<file path="src/hdl/roel_pkg.sv">
// Shared constants for the ring of entries with byte offset lookup.
package roel_pkg;

    localparam int RING_DEPTH_DEF = 16;

    localparam int HANDLE_W   = 32;
    localparam int LENGTH_W   = 16;
    localparam int POS_W      = 20;
    localparam int SLOT_OUT_W = 4;

    localparam int S_TDATA_W = 72;
    localparam int S_TUSER_W = 1;
    localparam int M_TDATA_W = 56;
    localparam int M_TUSER_W = 2;

    localparam int ENTRY_W = HANDLE_W + LENGTH_W;

    localparam logic ACT_ADD  = 1'b0;
    localparam logic ACT_FIND = 1'b1;

endpackage

</file>
<file path="src/hdl/roel_ram.sv">
// Generic single write port, single read port RAM with registered read data.
module roel_ram #(
    parameter int WIDTH = 8,
    parameter int DEPTH = 16,
    localparam int AW = (DEPTH > 1) ? $clog2(DEPTH) : 1
) (
    input  logic             aclk,
    input  logic             wr_en,
    input  logic [AW-1:0]    wr_addr,
    input  logic [WIDTH-1:0] wr_data,
    input  logic             rd_en,
    input  logic [AW-1:0]    rd_addr,
    output logic [WIDTH-1:0] rd_data
);

    logic [WIDTH-1:0] mem [DEPTH];
    logic [WIDTH-1:0] rd_data_reg;

    always_ff @(posedge aclk) begin
        if (wr_en) begin
            mem[wr_addr] <= wr_data;
        end
        if (rd_en) begin
            rd_data_reg <= mem[rd_addr];
        end
    end

    assign rd_data = rd_data_reg;

endmodule

</file>
<file path="src/hdl/ring_of_entries_offset_lookup_top.sv">
// Ring of entries with byte offset lookup: ring pointers, find walker, output register.
// Add: the entry is written at acceptance and its result word is valid the next cycle.
// Find: one stored entry is checked per cycle through the entry RAM read port, walking
//   from the oldest; a hit (remaining position below the entry length) or a miss over all
//   stored entries sets the result word, which is loaded once the output register is free.
// One item is in work at a time; the next is taken only in idle and with the output register free.
// Reset (aresetn low, synchronous) empties the ring; entry RAM contents are not cleared.
module ring_of_entries_offset_lookup_top #(
    parameter int RING_DEPTH = roel_pkg::RING_DEPTH_DEF
) (
    input  logic                           aclk,
    input  logic                           aresetn,
    input  logic                           s_tvalid,
    output logic                           s_tready,
    // entry_handle[31:0], entry_length[47:32], byte_position[67:48], zero pad
    input  logic [roel_pkg::S_TDATA_W-1:0] s_tdata,
    // action[0]
    input  logic [roel_pkg::S_TUSER_W-1:0] s_tuser,
    output logic                           m_tvalid,
    input  logic                           m_tready,
    // slot[3:0], hit_handle[35:4], offset_in_entry[51:36], zero pad
    output logic [roel_pkg::M_TDATA_W-1:0] m_tdata,
    // hit[0], overwrote_oldest[1]
    output logic [roel_pkg::M_TUSER_W-1:0] m_tuser
);

    localparam int SLOT_W = (RING_DEPTH > 1) ? $clog2(RING_DEPTH) : 1;
    localparam int CNT_W  = $clog2(RING_DEPTH + 1);

    localparam logic [1:0] ST_IDLE = 2'd0;
    localparam logic [1:0] ST_FIND = 2'd1;
    localparam logic [1:0] ST_FIN  = 2'd2;

    logic [1:0]                   state_reg, state_next;
    logic [SLOT_W-1:0]            write_slot_reg, write_slot_next;
    logic [SLOT_W-1:0]            read_slot_reg, read_slot_next;
    logic                         ring_full_reg, ring_full_next;
    logic                         rvalid_reg, rvalid_next;
    logic                         m_valid_reg, m_valid_next;

    logic [roel_pkg::POS_W-1:0]   pos_reg, pos_next;
    logic [SLOT_W-1:0]            chk_slot_reg, chk_slot_next;
    logic [SLOT_W-1:0]            iss_addr_reg, iss_addr_next;
    logic [CNT_W-1:0]             chk_left_reg, chk_left_next;
    logic [CNT_W-1:0]             iss_left_reg, iss_left_next;

    logic                         f_hit_reg, f_hit_next;
    logic [SLOT_W-1:0]            f_slot_reg, f_slot_next;
    logic [roel_pkg::HANDLE_W-1:0] f_handle_reg, f_handle_next;
    logic [roel_pkg::LENGTH_W-1:0] f_off_reg, f_off_next;

    logic                         out_hit_reg, out_hit_next;
    logic [roel_pkg::SLOT_OUT_W-1:0] out_slot_reg, out_slot_next;
    logic [roel_pkg::HANDLE_W-1:0] out_handle_reg, out_handle_next;
    logic [roel_pkg::LENGTH_W-1:0] out_off_reg, out_off_next;
    logic                         out_ovw_reg, out_ovw_next;

    logic                          in_acc;
    logic                          out_free;
    logic                          is_add;
    logic                          issue;
    logic [roel_pkg::HANDLE_W-1:0] in_handle;
    logic [roel_pkg::LENGTH_W-1:0] in_length;
    logic [roel_pkg::POS_W-1:0]    in_pos;
    logic [roel_pkg::ENTRY_W-1:0]  rd_data;
    logic [roel_pkg::HANDLE_W-1:0] rd_handle;
    logic [roel_pkg::LENGTH_W-1:0] rd_length;
    logic [SLOT_W-1:0]             add_write_slot;
    logic [SLOT_W-1:0]             add_read_slot;
    logic [CNT_W-1:0]              stored;

    function automatic logic [SLOT_W-1:0] slot_inc(input logic [SLOT_W-1:0] s);
        return (s == SLOT_W'(RING_DEPTH - 1)) ? '0 : s + 1'b1;
    endfunction

    assign in_handle = s_tdata[31:0];
    assign in_length = s_tdata[47:32];
    assign in_pos    = s_tdata[67:48];
    assign is_add    = (s_tuser[0] == roel_pkg::ACT_ADD);

    assign out_free = !m_valid_reg || m_tready;
    assign s_tready = (state_reg == ST_IDLE) && out_free;
    assign in_acc   = s_tvalid && s_tready;
    assign issue    = (state_reg == ST_FIND) && (iss_left_reg != '0);

    assign rd_handle = rd_data[roel_pkg::HANDLE_W-1:0];
    assign rd_length = rd_data[roel_pkg::ENTRY_W-1:roel_pkg::HANDLE_W];

    assign add_write_slot = slot_inc(write_slot_reg);
    assign add_read_slot  = ring_full_reg ? slot_inc(read_slot_reg) : read_slot_reg;

    assign stored = ring_full_reg ? CNT_W'(RING_DEPTH)
                  : (write_slot_reg >= read_slot_reg)
                    ? CNT_W'(write_slot_reg) - CNT_W'(read_slot_reg)
                    : CNT_W'(write_slot_reg) + CNT_W'(RING_DEPTH) - CNT_W'(read_slot_reg);

    roel_ram #(
        .WIDTH (roel_pkg::ENTRY_W),
        .DEPTH (RING_DEPTH)
    ) u_entry_ram (
        .aclk    (aclk),
        .wr_en   (in_acc && is_add),
        .wr_addr (write_slot_reg),
        .wr_data ({in_length, in_handle}),
        .rd_en   (issue),
        .rd_addr (iss_addr_reg),
        .rd_data (rd_data)
    );

    always_comb begin
        state_next      = state_reg;
        write_slot_next = write_slot_reg;
        read_slot_next  = read_slot_reg;
        ring_full_next  = ring_full_reg;
        rvalid_next     = issue;
        m_valid_next    = m_valid_reg && !m_tready;
        pos_next        = pos_reg;
        chk_slot_next   = chk_slot_reg;
        iss_addr_next   = iss_addr_reg;
        chk_left_next   = chk_left_reg;
        iss_left_next   = iss_left_reg;
        f_hit_next      = f_hit_reg;
        f_slot_next     = f_slot_reg;
        f_handle_next   = f_handle_reg;
        f_off_next      = f_off_reg;
        out_hit_next    = out_hit_reg;
        out_slot_next   = out_slot_reg;
        out_handle_next = out_handle_reg;
        out_off_next    = out_off_reg;
        out_ovw_next    = out_ovw_reg;

        unique case (state_reg)
            ST_IDLE: begin
                if (in_acc) begin
                    if (is_add) begin
                        write_slot_next = add_write_slot;
                        read_slot_next  = add_read_slot;
                        ring_full_next  = ring_full_reg || (add_write_slot == add_read_slot);
                        out_hit_next    = 1'b0;
                        out_slot_next   = roel_pkg::SLOT_OUT_W'(write_slot_reg);
                        out_handle_next = '0;
                        out_off_next    = '0;
                        out_ovw_next    = ring_full_reg;
                        m_valid_next    = 1'b1;
                    end else begin
                        pos_next      = in_pos;
                        chk_slot_next = read_slot_reg;
                        iss_addr_next = read_slot_reg;
                        chk_left_next = stored;
                        iss_left_next = stored;
                        state_next    = ST_FIND;
                    end
                end
            end
            ST_FIND: begin
                if (issue) begin
                    iss_addr_next = slot_inc(iss_addr_reg);
                    iss_left_next = iss_left_reg - 1'b1;
                end
                if (chk_left_reg == '0) begin
                    f_hit_next    = 1'b0;
                    f_slot_next   = '0;
                    f_handle_next = '0;
                    f_off_next    = '0;
                    state_next    = ST_FIN;
                end else if (rvalid_reg) begin
                    if (pos_reg < roel_pkg::POS_W'(rd_length)) begin
                        f_hit_next    = 1'b1;
                        f_slot_next   = chk_slot_reg;
                        f_handle_next = rd_handle;
                        f_off_next    = pos_reg[roel_pkg::LENGTH_W-1:0];
                        state_next    = ST_FIN;
                    end else begin
                        pos_next      = pos_reg - roel_pkg::POS_W'(rd_length);
                        chk_slot_next = slot_inc(chk_slot_reg);
                        chk_left_next = chk_left_reg - 1'b1;
                    end
                end
            end
            ST_FIN: begin
                if (out_free) begin
                    out_hit_next    = f_hit_reg;
                    out_slot_next   = roel_pkg::SLOT_OUT_W'(f_slot_reg);
                    out_handle_next = f_handle_reg;
                    out_off_next    = f_off_reg;
                    out_ovw_next    = 1'b0;
                    m_valid_next    = 1'b1;
                    state_next      = ST_IDLE;
                end
            end
            default: begin
                state_next = ST_IDLE;
            end
        endcase
    end

    always_ff @(posedge aclk) begin
        if (!aresetn) begin
            state_reg      <= ST_IDLE;
            write_slot_reg <= '0;
            read_slot_reg  <= '0;
            ring_full_reg  <= 1'b0;
            rvalid_reg     <= 1'b0;
            m_valid_reg    <= 1'b0;
        end else begin
            state_reg      <= state_next;
            write_slot_reg <= write_slot_next;
            read_slot_reg  <= read_slot_next;
            ring_full_reg  <= ring_full_next;
            rvalid_reg     <= rvalid_next;
            m_valid_reg    <= m_valid_next;
        end
    end

    always_ff @(posedge aclk) begin
        pos_reg        <= pos_next;
        chk_slot_reg   <= chk_slot_next;
        iss_addr_reg   <= iss_addr_next;
        chk_left_reg   <= chk_left_next;
        iss_left_reg   <= iss_left_next;
        f_hit_reg      <= f_hit_next;
        f_slot_reg     <= f_slot_next;
        f_handle_reg   <= f_handle_next;
        f_off_reg      <= f_off_next;
        out_hit_reg    <= out_hit_next;
        out_slot_reg   <= out_slot_next;
        out_handle_reg <= out_handle_next;
        out_off_reg    <= out_off_next;
        out_ovw_reg    <= out_ovw_next;
    end

    assign m_tvalid = m_valid_reg;
    assign m_tdata  = {4'b0000, out_off_reg, out_handle_reg, out_slot_reg};
    assign m_tuser  = {out_ovw_reg, out_hit_reg};

`ifndef SYNTHESIS
    a_full_sticky: assert property (@(posedge aclk) disable iff (!aresetn)
        ring_full_reg |=> ring_full_reg)
        else $error("ring full flag cleared without reset");

    a_full_slots_meet: assert property (@(posedge aclk) disable iff (!aresetn)
        ring_full_reg |-> (write_slot_reg == read_slot_reg))
        else $error("ring full while write and read slots differ");

    a_add_result: assert property (@(posedge aclk) disable iff (!aresetn)
        (in_acc && is_add) |=> (m_tvalid && !m_tuser[0]))
        else $error("add accepted without a result word in the next cycle");

    a_issue_ahead: assert property (@(posedge aclk) disable iff (!aresetn)
        (state_reg == ST_FIND) |-> (iss_left_reg <= chk_left_reg))
        else $error("entry reads fell behind entry checks");
`endif

endmodule
</file>
<file path="config.mk">
export PLATFORM = sky130hd
export DESIGN_NAME = ring_of_entries_offset_lookup_top
export DESIGN_NICKNAME = d
export VERILOG_FILES = /design/src/hdl/roel_pkg.sv /design/src/hdl/roel_ram.sv /design/src/hdl/ring_of_entries_offset_lookup_top.sv
export SDC_FILE = /design/constraint.sdc
export NUM_CORES = 1
export LEC_CHECK = 0
export BUFFER_PORTS_ARGS = -buffer_cell sky130_fd_sc_hd__buf_4
export CORE_ASPECT_RATIO = 1.25
export CORE_UTILIZATION = 30
export CTS_CLUSTER_SIZE = 14
export DETAILED_ROUTE_END_ITERATION = 10
export PLACE_DENSITY = 0.54
export SLEW_MARGIN = 20
export SYNTH_ARGS = -nofsm -noshare
export SYNTH_HDL_FRONTEND = slang
export SYNTH_HIERARCHICAL = 1
export SYNTH_SLANG_ARGS = --single-unit
</file>
<file path="constraint.sdc">
create_clock -name aclk -period 8 [get_ports aclk]
set_clock_uncertainty 0.1 [all_clocks]
set_input_delay 1.6 -clock aclk [delete_from_list [all_inputs] [get_ports aclk]]
set_output_delay 1.6 -clock aclk [all_outputs]
set_load 0.02 [all_outputs]
</file>
==> impl_results.md, run 1 <==
- Status: finished, final reports clean
- Max Freq: 0.227 GHz
- Num CTS Buffers: 95
- Final HPWL DP: between 40000 and 50000 um
- Slew headroom: between 30% and 40%
- Combinational Power Share: 8.3%
- First-pass GRT wire length: 127000 um
- Die area: 128000 um2
- Final TNS setup: 0 ns
- Total wire length: ~85000 um
- Most area-consuming cells after synthesis: edfxtp_1 76%, mux4_2 11%, a22oi_1 1.9%, nor2b_1 1.0%, nand2_1 0.95%
- Post-CTS setup buffer count: 0
- Total track usage: 13.4%
- Sequential share of power: between 50% and 60%
- Cts repair resizes: 0
- Post-route DRC: 0
- Final setup violation count: 0
- Placed cell area: 40900 um2
- Bufs and invs on worst path: 2
- IO Pins: 137
- P per Cell Area: 247 nW/um2
- Die H: 399 um
- CTS tree: yes
- Worst Tran Pin Value: ~1.0 ns
- Min-delay worst type: reg2reg
- Initial Utilization: 30.3%
- Warning count from the yosys run: 6
- CP cell instances: buf_4, nor2b_1, nor3_1, and2_1, nand3b_1, nor2_4, buf_4
- Reg clk slew, reported paths: 0.06 ns
- Largest register FFs: 768
- Distinct cells, synth: 65
- CTS sink cnt: 974
- Max Cap Viol: 0
- Design Area, Final: 43800 um2
- Deepest clock path buffer count: 3
- Most used cell along the critical path: buf_4
- Static leakage: 14.0 nW
- Share of cells above drive strength 1: between 20% and 30%
- Max-slew violation count: 0
- Core Rows: 145
- Avg Cell Area, Syn: 20.0 um2
- Net Sw Power: roughly 2.4 mW
- Most frequent cells after synthesis: 961 x edfxtp_1, 192 x mux4_2, 96 x a22oi_1, 96 x nand2_1, 61 x nor2b_1
- CP Capture Type: flip-flop
- Layout Nets: 2173
- Final period util: a little under three fifths
- Worst-Skew Late Latency: 0.68 ns
- Unrepaired setup endpoints after global routing: false
- Fillers: 11635
- DRT Pass-1 Iters: 6
- Via count: 18121
- Core box area: 125000 um2
- Post-Syn Area: 37900 um2
- Placed insts: roughly 3600
- WP data required: 8.20 ns
- Most common cell in the netlist: edfxtp_1
- Crit path largest cell delay: 0.78 ns
- Vias in the first global route: 19277
- Int Power: between 8 and 9 mW
- CTS hold repair buffers: 0
- EDFF count, synth: 961
- Slowest-stage cell, CP: nor2_4
- Async S/R FF share, synth: 0%
- Final Hold Viols: 0
- VDD IR max: 0.000161 V
- CP top delay family: simple AND/OR/NAND/NOR gates
- Clock Power Share: 38.6%
- WS Path Type: in2reg
- CP arrival: 4.60 ns
- Mapped Cells: 1899
- Synth area leader: edfxtp_1
- IO Port Bufs: roughly 130
- Area delta synth->final: 15.5%
- Main flop type after synthesis: edfxtp_1
- Initial antenna violation count: 7
- DR vias/cell: approximately 4.8
- Post-route ant nets: 0
- Peak fanout along the critical path: 30
- Routed len/inst: 22.7 um
- Flops & latches, synth: 974
- Initial DRC Count: 1428
- Clock root cell: clkbuf_16
- Share of the yosys chip area belonging to registers: 76.8%
- CTS H-tree lvls: 3
- Die W: about 320 um
- Pin count of the biggest net entering global routing: between 100 and 150
- GPL Wtd Cong: 0.761
- Critical Path Start Type: primary input
- Total gr overflow: 0
- Cell Count, Final, Fillers Out: 3758
- Sw Share: 22.5%
- Yosys top cell area share: between 70 and 80%
- Tmin final: 4.40 ns
## final timing paths
check,startpoint,endpoint,slack (ns),depth (start not counted)
max,m_tready,u_entry_ram/mem[6][36],3.60,7
min,f_handle_reg[6],out_handle_reg[6],0.41,1
max reg2reg,state_reg[1],u_entry_ram/mem[6][36],4.17,5
min reg2reg,f_handle_reg[6],out_handle_reg[6],0.41,1
## kinds of logic after synthesis
| kind of cell | after synthesis | synth area share, % |
|---|---|---|
| simple gates | 320 | 4.33 |
| other cells | 1 | 0.00989 |
| compound gates | 214 | 3.91 |
| xor+xnor | 27 | 0.624 |
| mux | 202 | 11.7 |
| fa+ha+maj | 30 | 1.03 |
| buf+inv | 131 | 1.63 |
| flops | 974 | 76.8 |
## worst register-to-register path, stage by stage (launching register included)
cell,delay [ns]
dfxtp_1,0.41
nor3_1,0.31
and2_1,0.70
nand3b_1,0.48
nor2_4,0.79
buf_4,0.63
## layout make-up
cell class              instances  area, um2  share of cell area (%)
repair buffers                163       1270                    2.91
flip-flops and latches        974      29100                    66.5
multi-input cells             797       8380                    19.1
clock inverters                60        422                   0.962
diodes                          2       5.00                  0.0114
clock buffers                 110       2450                    5.60
inverters                      35        131                   0.300
well taps                    1617       2020                    4.62
## metrics by stage
| step | hold WS [ns] | power (mW) | utilization (%) | setup slack [ns] |
|---|---|---|---|---|
| after floorplan | 0.396 | 6.47 | - | 0.936 |
| after global placement | 0.400 | 6.75 | 32.7 | 2.83 |
| after detailed placement | 0.406 | 6.77 | 32.7 | 2.92 |
| after CTS | 0.407 | 11.0 | 35.0 | 3.65 |
| after global routing | 0.427 | 11.2 | 35.0 | 3.45 |
| final | 0.411 | 10.8 | 35.0 | 3.60 |
## cell usage in the layout, fill, tap and decap left out, drive strengths merged, types with 10 or more instances in the layout
cell type,n
a21oi,23
nand3,13
clkinv,49
o21ai,38
mux4,192
nor2b,62
a22oi,96
clkbuf,110
ha,28
edfxtp,961
xnor2,20
dfxtp,13
a31oi,10
buf,163
inv,38
nor3,15
nor2,41
nand2,96
and2,57
## layer usage
layer	GRT usage (%)	wire length, um	vias to the layer above
met2	23.0	42500	438
met5	0	74	-
met1	17.2	36000	9509
met3	2.82	5140	122
li1	-	-	8042
met4	3.90	1580	10
## power groups by stage
stage          Combinational (mW)  Clock (mW)  Sequential, mW
3_5_place_dp                0.915           0            5.86
3_3_place_gp                0.891           0            5.86
6_report                    0.896        4.17            5.75
5_1_grt                     0.981        4.47            5.76
4_1_cts                     0.918        4.30            5.75
2_1_floorplan               0.602           0            5.86
Note: power is estimated with default switching activity, not from simulation.
==> inputs of run 2 (changes only) <==
Settings changed: PLACE_DENSITY 0.54 to 0.55.
Clock period 8 ns to 4 ns, I/O delays scaled along.
==> impl_results.md, run 2 (synthesis results as in run 1) <==
- DRT Pass-1 Iters: 5 (-1)
- Slew headroom: 37.1% (+6.3 points)
- Final setup violation count: 0 (unchanged)
- Layout Nets: 2185 (+0.55%)
- Most common cell after layout, fill and taps aside: edfxtp_1
- Deepest clock path buffer count: 3 (unchanged)
- Largest register FFs: 768 (unchanged)
- Via count: 18387 (+1.5%)
- Core Rows: 145 (unchanged)
- Core box area: 125000 um2 (unchanged)
- Critical Path Start Type: flip-flop
- Share of cells above drive strength 1: 25.2% (+0.57 points)
- VDD IR max: 0.000296 V (+84%)
- CTS hold repair buffers: 0 (unchanged)
- CTS sink cnt: 974 (unchanged)
- Peak fanout along the critical path: 20 (-33%)
- Total track usage: 13.6% (+0.16 points)
- # diodes: 0 (-2)
- WS Path Type: reg2reg
- CP top delay family: compound AO/OA/AOI/OAI gates
- CTS H-tree lvls: 3 (unchanged)
- Most frequent cells in the layout: 961 x edfxtp_1, 192 x mux4_2, 151 x buf_4, 96 x nand2_1, 96 x a22oi_1
- Crit path largest cell delay: 0.55 ns (-0.23 ns)
- Post-route ant nets: 0 (unchanged)
- Multi-input logic area: 8410 um2 (+0.36%)
- Slowest-stage cell, CP: o22ai_2
- Num CTS Buffers: 93 (-2.1%)
- Placed cell area: 41300 um2 (+1.0%)
- Design Area, Final: 44400 um2 (+1.3%)
- IO Port Bufs: 128 (unchanged)
- P per Cell Area: 497 nW/um2 (+100%)
- Worst-Skew Late Latency: 0.69 ns (about the same)
- Vias in the first global route: 19703 (+2.2%)
- Pin count of the biggest net entering global routing: 93 (-30%)
- Static leakage: 14.2 nW (+1.3%)
- Min-delay worst type: in2reg
- Register area: 29100 um2 (unchanged)
- Post-CTS setup buffer count: 0 (unchanged)
- Reg clk slew, reported paths: 0.06 ns (about the same)
- Die area: 128000 um2 (unchanged)
- Area delta synth->final: 17.0%
- Total wire length: 86400 um (+1.2%)
- IO Pins: 137 (unchanged)
- CP cell instances: inv_1, ha_1, fa_1, nand2b_1, a21oi_1, o21ai_1, o21bai_2, a21oi_1, o22ai_2, buf_12
- DR vias/cell: 4.88 (+1.1%)
- Cts repair resizes: 0 (unchanged)
- Max-slew violation count: 0 (unchanged)
- Die W: 320 um (unchanged)
- CP Capture Type: flip-flop
- Routed len/inst: 22.9 um (+0.81%)
- WP data required: 4.28 ns (-3.92 ns)
- Clock root cell: clkbuf_16
- Die H: 399 um (unchanged)
- GPL Wtd Cong: 0.792 (+4.1%)
- Status: finished, final reports clean
- Tmin final: roughly 3.3 ns
- Final Hold Viols: 0 (unchanged)
- Initial DRC Count: 1426 (-0.14%)
- Initial Utilization: 30.3% (unchanged)
- CTS tree: yes
- Max Freq: 0.303 GHz
- Post-route DRC: 0 (unchanged)
- Total gr overflow: 0 (unchanged)
- Final period util: between 80% and 90%
- Final TNS setup: 0 ns (unchanged)
- Bufs and invs on worst path: 2 (unchanged)
- First-pass GRT wire length: 128000 um (+1.3%)
- Final HPWL DP: 47300 um (+2.3%)
- Fillers: 11605 (-0.26%)
- Unrepaired setup endpoints after global routing: false
- CP arrival: 3.58 ns (-1.02 ns)
- Most used cell along the critical path: a21oi_1
- Initial antenna violation count: 9 (+2)
- Max Cap Viol: 0 (unchanged)
- Worst Tran Pin Value: 0.944 ns (-0.0943 ns)
## run 2: cell type report
| cell class | count | area share [%] |
|---|---|---|
| clock buffer | 113 | 5.53 |
| tap | 1617 | 4.56 |
| clock inverter | 58 | 1.31 |
| inverter | 35 | 0.296 |
| multi-input combinational | 797 | 19.0 |
| sequential | 974 | 65.6 |
| timing repair buffer | 177 | 3.73 |
## run 2: metrics by stage
stage               instances  hold slack [ns]  power (mW)  worst slack, ns  util, %
floorplan                1902            0.396        12.9           -0.422        -
global placement         3600            0.401        13.5            0.747     33.0
detailed placement       3600            0.409        13.6            0.710     33.0
CTS                      3771            0.244        22.3            0.705     35.5
global route             3771            0.281        22.8            0.467     35.5
finish                   3771            0.291        22.1            0.694     35.5
## run 2: metal layers
layer,GRT usage (%),share of wire [%],vias to the layer above,wire [um]
li1,-,-,8070,-
met1,17.1,41,9708,35800
met2,23.3,50,476,43100
met3,2.93,6.2,119,5400
met4,4.47,2.3,14,1990
met5,0,0.085,-,73
## run 2: final timing paths
path,startpoint,cells past startpoint,slack (ns),endpoint
max reg2reg,pos_reg[0],10,0.69,pos_reg[4]
max,pos_reg[0],10,0.69,pos_reg[4]
min,aresetn,2,0.29,rvalid_reg
min reg2reg,f_off_reg[12],1,0.40,out_off_reg[12]
## run 2: report_power, final
group | leakage [nW] | switching [mW] | internal [mW]
logic | 3.92 | 1.04 | 0.787
registers | 8.83 | 0.0844 | 11.4
clock network | 1.47 | 3.74 | 4.97
total | 14.2 | 4.87 | 17.2
## run 2: worst reg2reg max path, cell delays in order (launching register included)
cell and delay, ns:
edfxtp_1 0.32, inv_1 0.06, ha_1 0.23, fa_1 0.40, nand2b_1 0.18, a21oi_1 0.28, o21ai_1 0.21, o21bai_2 0.27
a21oi_1 0.13, o22ai_2 0.55, buf_12 0.26
